==> src/sks_pkg.sv <==
// Shared types, register indexes and saturation helper for the two-bone skinning block.
// No dependencies; used by every module under src.
`default_nettype none
package sks_pkg;

	typedef logic signed [15:0] s16_t;
	typedef s16_t [2:0] vec3_t;

	localparam int unsigned NUM_CFG   = 8;
	localparam int unsigned CFG_IDX_W = 3;
	localparam int unsigned CFG_W     = 48;

	// Configuration register indexes
	localparam logic [CFG_IDX_W-1:0] CFG_ROT_A_ROW0 = 3'd0;
	localparam logic [CFG_IDX_W-1:0] CFG_ROT_A_ROW1 = 3'd1;
	localparam logic [CFG_IDX_W-1:0] CFG_ROT_A_ROW2 = 3'd2;
	localparam logic [CFG_IDX_W-1:0] CFG_ROT_B_ROW0 = 3'd3;
	localparam logic [CFG_IDX_W-1:0] CFG_ROT_B_ROW1 = 3'd4;
	localparam logic [CFG_IDX_W-1:0] CFG_ROT_B_ROW2 = 3'd5;
	localparam logic [CFG_IDX_W-1:0] CFG_TRANS_A    = 3'd6;
	localparam logic [CFG_IDX_W-1:0] CFG_TRANS_B    = 3'd7;

	// Q12 unity weight
	localparam logic [12:0] Q_ONE = 13'h1000;

	localparam logic signed [21:0] SAT_MAX = 22'sd32767;
	localparam logic signed [21:0] SAT_MIN = -22'sd32768;

	typedef struct packed {
		logic signed [15:0] vert_x;
		logic signed [15:0] vert_y;
		logic signed [15:0] vert_z;
		logic signed [15:0] norm_x;
		logic signed [15:0] norm_y;
		logic signed [15:0] norm_z;
		logic               has_normal;
		logic [12:0]        weight;
		logic [47:0]        offset_a_xyz;
		logic [47:0]        offset_b_xyz;
	} in_req_t;

	typedef struct packed {
		logic signed [15:0] out_x;
		logic signed [15:0] out_y;
		logic signed [15:0] out_z;
		logic signed [15:0] out_nx;
		logic signed [15:0] out_ny;
		logic signed [15:0] out_nz;
		logic               normal_valid;
	} out_req_t;

	// Clamp a 22-bit signed value to the 16-bit signed range
	function automatic logic signed [15:0] sat16(input logic signed [21:0] v);
		logic signed [15:0] r;
		if (v > SAT_MAX) begin
			r = 16'sh7fff;
		end else if (v < SAT_MIN) begin
			r = 16'sh8000;
		end else begin
			r = v[15:0];
		end
		return r;
	endfunction

endpackage
`default_nettype wire

==> src/sks_blend.sv <==
// Q12 weighted blend of two bone results: registered products, then sum, shift and clamp.
// Depends on sks_pkg for vector types, Q_ONE and the saturation helper.
`default_nettype none
module sks_blend (
	input  wire logic            clk,
	input  wire logic            en_s4,
	input  wire logic [12:0]     weight,
	input  wire sks_pkg::vec3_t  a,
	input  wire sks_pkg::vec3_t  b,
	output sks_pkg::vec3_t       res
);

	logic signed [29:0] pa_s4 [3];
	logic signed [29:0] pb_s4 [3];
	sks_pkg::vec3_t     a_s4;
	sks_pkg::vec3_t     b_s4;
	logic               pick_a_s4;
	logic               pick_b_s4;
	logic signed [13:0] w_sgn;
	logic signed [13:0] wb;

	// Weights as signed 14-bit; weights above unity give a negative B share
	assign w_sgn = $signed({1'b0, weight});
	assign wb    = 14'sd4096 - w_sgn;

	// Register products and the endpoint selects
	always_ff @(posedge clk) begin
		if (en_s4) begin
			for (int k = 0; k < 3; k++) begin
				pa_s4[k] <= w_sgn * $signed(a[k]);
				pb_s4[k] <= wb * $signed(b[k]);
			end
			a_s4      <= a;
			b_s4      <= b;
			pick_a_s4 <= (weight == sks_pkg::Q_ONE);
			pick_b_s4 <= (weight == '0);
		end
	end

	// Combine, floor-shift by 12 and clamp, or pass an endpoint through
	always_comb begin
		logic signed [31:0] sum;
		logic signed [19:0] sh;
		sum = '0;
		sh  = '0;
		for (int k = 0; k < 3; k++) begin
			sum = 32'(pa_s4[k]) + 32'(pb_s4[k]);
			sh  = 20'(sum >>> 12);
			if (pick_a_s4) begin
				res[k] = a_s4[k];
			end else if (pick_b_s4) begin
				res[k] = b_s4[k];
			end else begin
				res[k] = sks_pkg::sat16(22'(sh));
			end
		end
	end

endmodule
`default_nettype wire

==> config.mk <==
export PLATFORM = sky130hd
export DESIGN_NAME = sks_blend
export DESIGN_NICKNAME = d
export VERILOG_FILES = /design/src/sks_pkg.sv /design/src/sks_blend.sv
export SDC_FILE = /design/constraint.sdc
export NUM_CORES = 2
export LEC_CHECK = 0
export BUFFER_PORTS_ARGS = -buffer_cell sky130_fd_sc_hd__buf_2
export CAP_MARGIN = 20
export CORE_ASPECT_RATIO = 0.8
export CORE_MARGIN = 1.5
export CORE_UTILIZATION = 40
export CTS_CLUSTER_SIZE = 28
export DETAILED_ROUTE_END_ITERATION = 8
export HOLD_SLACK_MARGIN = 0.05
export PLACE_DENSITY = 0.63
export SYNTH_ARGS = -nofsm -noshare
export SYNTH_HDL_FRONTEND = slang
export SYNTH_SLANG_ARGS = --single-unit
==> constraint.sdc <==
create_clock -name clk -period 10.1 [get_ports clk]
set_clock_uncertainty 0.2 [all_clocks]
set_input_delay 1.01 -clock clk [delete_from_list [all_inputs] [get_ports clk]]
set_output_delay 1.01 -clock clk [all_outputs]
set_load 0.02 [all_outputs]
==> flow_metrics.py <==
metrics = {
    "timing": {
        "finalSetupTns_ps": 0,
        "fin_ws_ps": 1510,
        "rsz0062_at_grt": "no",
        "fin_crit_sh_pct": 85.0,
        "period_needed_ps": 8590,
        "hold_viol_final": 0,
        "timing.fmax_ghz": 0.116,
        "tightestPinTransition_ps": 1070,
        "setup_viol": 0,
        "maxSlewViolCount": 0,
        "max-slew-margin-rel_pct": 28.3,
    },
    "synth": {
        "yosys.area.top_type": "fa_1",
        "synth_flop_cell": "edfxtp_1",
        "synth_nets": 8163,
        "synth-edff-count": 278,
        "async_flop_share_pct": 0,
        "ys_seq_area_share_pct": 13.7,
        "netlist_instances": 6266,
        "ys_types": 79,
        "synth_area_per_cell_um2": 9.71,
        "synth_area_mm2": 0.0608,
        "synthTopCellsByArea": "fa_1, edfxtp_1, ha_1, inv_1, and2_1",
        "synth_top_cell_area_share_pct": 41.6,
        "yosys_warnings": 0,
        "ys_ff_latch": 278,
    },
    "clock_network": {
        "cts.sinks": 278,
        "ctsLongestPathBuffers": 3,
        "cts_resized": 0,
        "numCtsBuffers": 31,
        "ctsHoldBuffers": 0,
        "root_buffer": "clkbuf_16",
        "cts_setup_buffers": 0,
        "htreeDepth": 1,
        "cts_tree": "done",
        "clk_pin_slew_ps": 60,
    },
    "route": {
        "postRouteAntennaNets": 0,
        "wl_per_cell_um": 18.5,
        "avgViaCountPerCell": 5.07,
        "route.detailed.drc": 0,
        "drt_wl_total_um": 153000,
        "dr_total_vias": 42100,
        "first_iter_violations": 2205,
        "dr.pass1.iters": 5,
    },
    "global_route": {
        "grt_util_all_layers_pct": 20.6,
        "gr-total-overflow": 0,
        "grt_pass1_vias": 45400,
        "grt_pass1_wl_um": 250000,
        "antenna_found_initial": 23,
        "grt_start_max_net_pins": 154,
    },
    "worst_setup_path": {
        "critPathMostFrequentCell": "fa_1",
        "cp_slowest_cell": "buf_4",
        "critPathLaunchType": "primary input",
        "critical-path-top-delay-family": "adder cells",
        "crit_type": "primary input to register",
        "critPathMaxStageDelay_ps": 620,
        "required_ps": 10260,
        "endpoint_kind": "register",
        "crit_buf_inv": 6,
        "path_max_fanout": 51,
        "cp.arrival_ps": 8750,
    },
    "placed_design": {
        "place_ws_ps": 996,
        "finalWeightedCongestion": 0.890,
        "io_buffers": 158,
        "dp_hpwl_um": 123000,
    },
    "floorplanning": {
        "die_height_um": 352,
        "start_util_pct": 40.4,
        "core_area_mm2": 0.150,
        "die_w_um": 439,
        "ios": 159,
        "num_rows": 127,
        "dieArea_mm2": 0.154,
    },
    "worst_hold_path": {
        "hold_end": "b_s4[15]$_DFFE_PP_",
        "hold_path_startpoint": "b[15]",
        "whs_path_depth": 1,
        "hp-class": "primary input to register",
    },
    "flow_run": {
        "drv_cap": 0,
    },
    "layout": {
        "drive_above_1_share_pct": 5.25,
        "fin_nets": 8156,
        "area_growth_pct": 6.51,
    },
    "run_status": {
        "outcome": "completed",
    },
}
[synthesized netlist by cell type, types with 15 or more instances]
cell / count
ha_1: 523
a21o_1: 66
or2_2: 20
o31ai_1: 15
nand2b_1: 27
o21bai_1: 23
xnor2_1: 186
xor2_1: 60
nor2b_1: 29
nor3_1: 43
fa_1: 1263
o21ai_0: 77
a211oi_1: 26
o22ai_1: 45
nor2_1: 169
nand3_1: 37
edfxtp_1: 278
and2_1: 611
nand2_1: 769
o211ai_1: 24
clkbuf_1: 254
o21a_1: 23
inv_1: 1349
a21oi_1: 183
[state kept, by name (all words and copies together), names as in the netlist]
signal	flops
a_s4	48
b_s4	48
pa_s4	90
pb_s4	90
pick_a_s4	1
pick_b_s4	1
[metal layers]
metal	GRT usage (%)	part of all wire, %	up-vias
met4	4.04	2.1	14
met2	35.0	48	1086
met5	0	0.054	-
met1	28.3	44	21700
met3	2.55	5.6	190
li1	-	-	19100
[how the worst max path moves through the flow]
| stage | from | end | slack (ps) | cells past startpoint |
|---|---|---|---|---|
| floorplan | weight[0] | pb_s4[0][89]$_DFFE_PP_ | 1530 | 32 |
| global placement | weight[0] | pb_s4[0][29]$_DFFE_PP_ | 1030 | 29 |
| detailed placement | weight[3] | pb_s4[0][86]$_DFFE_PP_ | 1000 | 27 |
| CTS | weight[3] | pb_s4[0][86]$_DFFE_PP_ | 1610 | 27 |
| global route | weight[2] | pb_s4[0][88]$_DFFE_PP_ | 1140 | 28 |
| finish | weight[2] | pb_s4[0][86]$_DFFE_PP_ | 1510 | 27 |
[per-stage QoR]
step	area, µm²	utilization, %	hold WS, ps	instances
finish	64800	43.1	573	8290
global route	64800	43.0	541	8285
CTS	64800	43.0	525	8282
detailed placement	63800	42.4	1230	8224
global placement	63800	42.4	1230	8222
floorplan	60800	-	909	6266
[layout by cell type (no fill, tap or decap), types with 6 or more instances in the layout]
master	Yosys	layout
a211oi_1	26	26
a21o_1	66	66
a21oi_1	183	183
a21oi_2	9	9
a31oi_1	14	14
a41oi_1	6	6
and2_1	611	611
and3_1	6	6
buf_2	2	156
buf_4	2	57
clkbuf_16	0	31
clkinv_1	0	6
diode_2	0	7
edfxtp_1	278	278
fa_1	1263	1263
ha_1	523	522
inv_1	1349	1349
nand2_1	769	768
nand2b_1	27	27
nand3_1	37	37
nand4_1	14	14
nor2_1	169	169
nor2b_1	29	29
nor3_1	43	43
nor4_1	6	6
o211ai_1	24	24
o21a_1	23	23
o21ai_0	77	77
o21bai_1	23	23
o22ai_1	45	45
o31ai_1	15	14
or2_2	20	20
or3_1	14	14
xnor2_1	186	178
xnor2_2	0	8
xor2_1	60	57
[final cells by class]
cell class | count | area, µm²
Antenna cell | 7 | 17.5
Clock buffer | 36 | 795
Clock inverter | 22 | 174
Fill cell | 14400 | 85700
Inverter | 1350 | 5070
Multi-Input combinational cell | 4378 | 46600
Sequential cell | 278 | 8350
Tap cell | 1999 | 2500
Timing Repair Buffer | 220 | 1330
[kinds of logic after synthesis]
group / count (synthesis) / synth area share [%]
flops: 278 / 13.7
mux: 1 / 0.0165
compound gates: 577 / 6.14
fa+ha+maj: 1786 / 52.3
xor+xnor: 246 / 3.54
buf+inv: 1610 / 9.96
simple gates: 1768 / 14.3
Power is not shown: default switching activity piles up to over one toggle a cycle in this logic, so the estimate is an artifact.
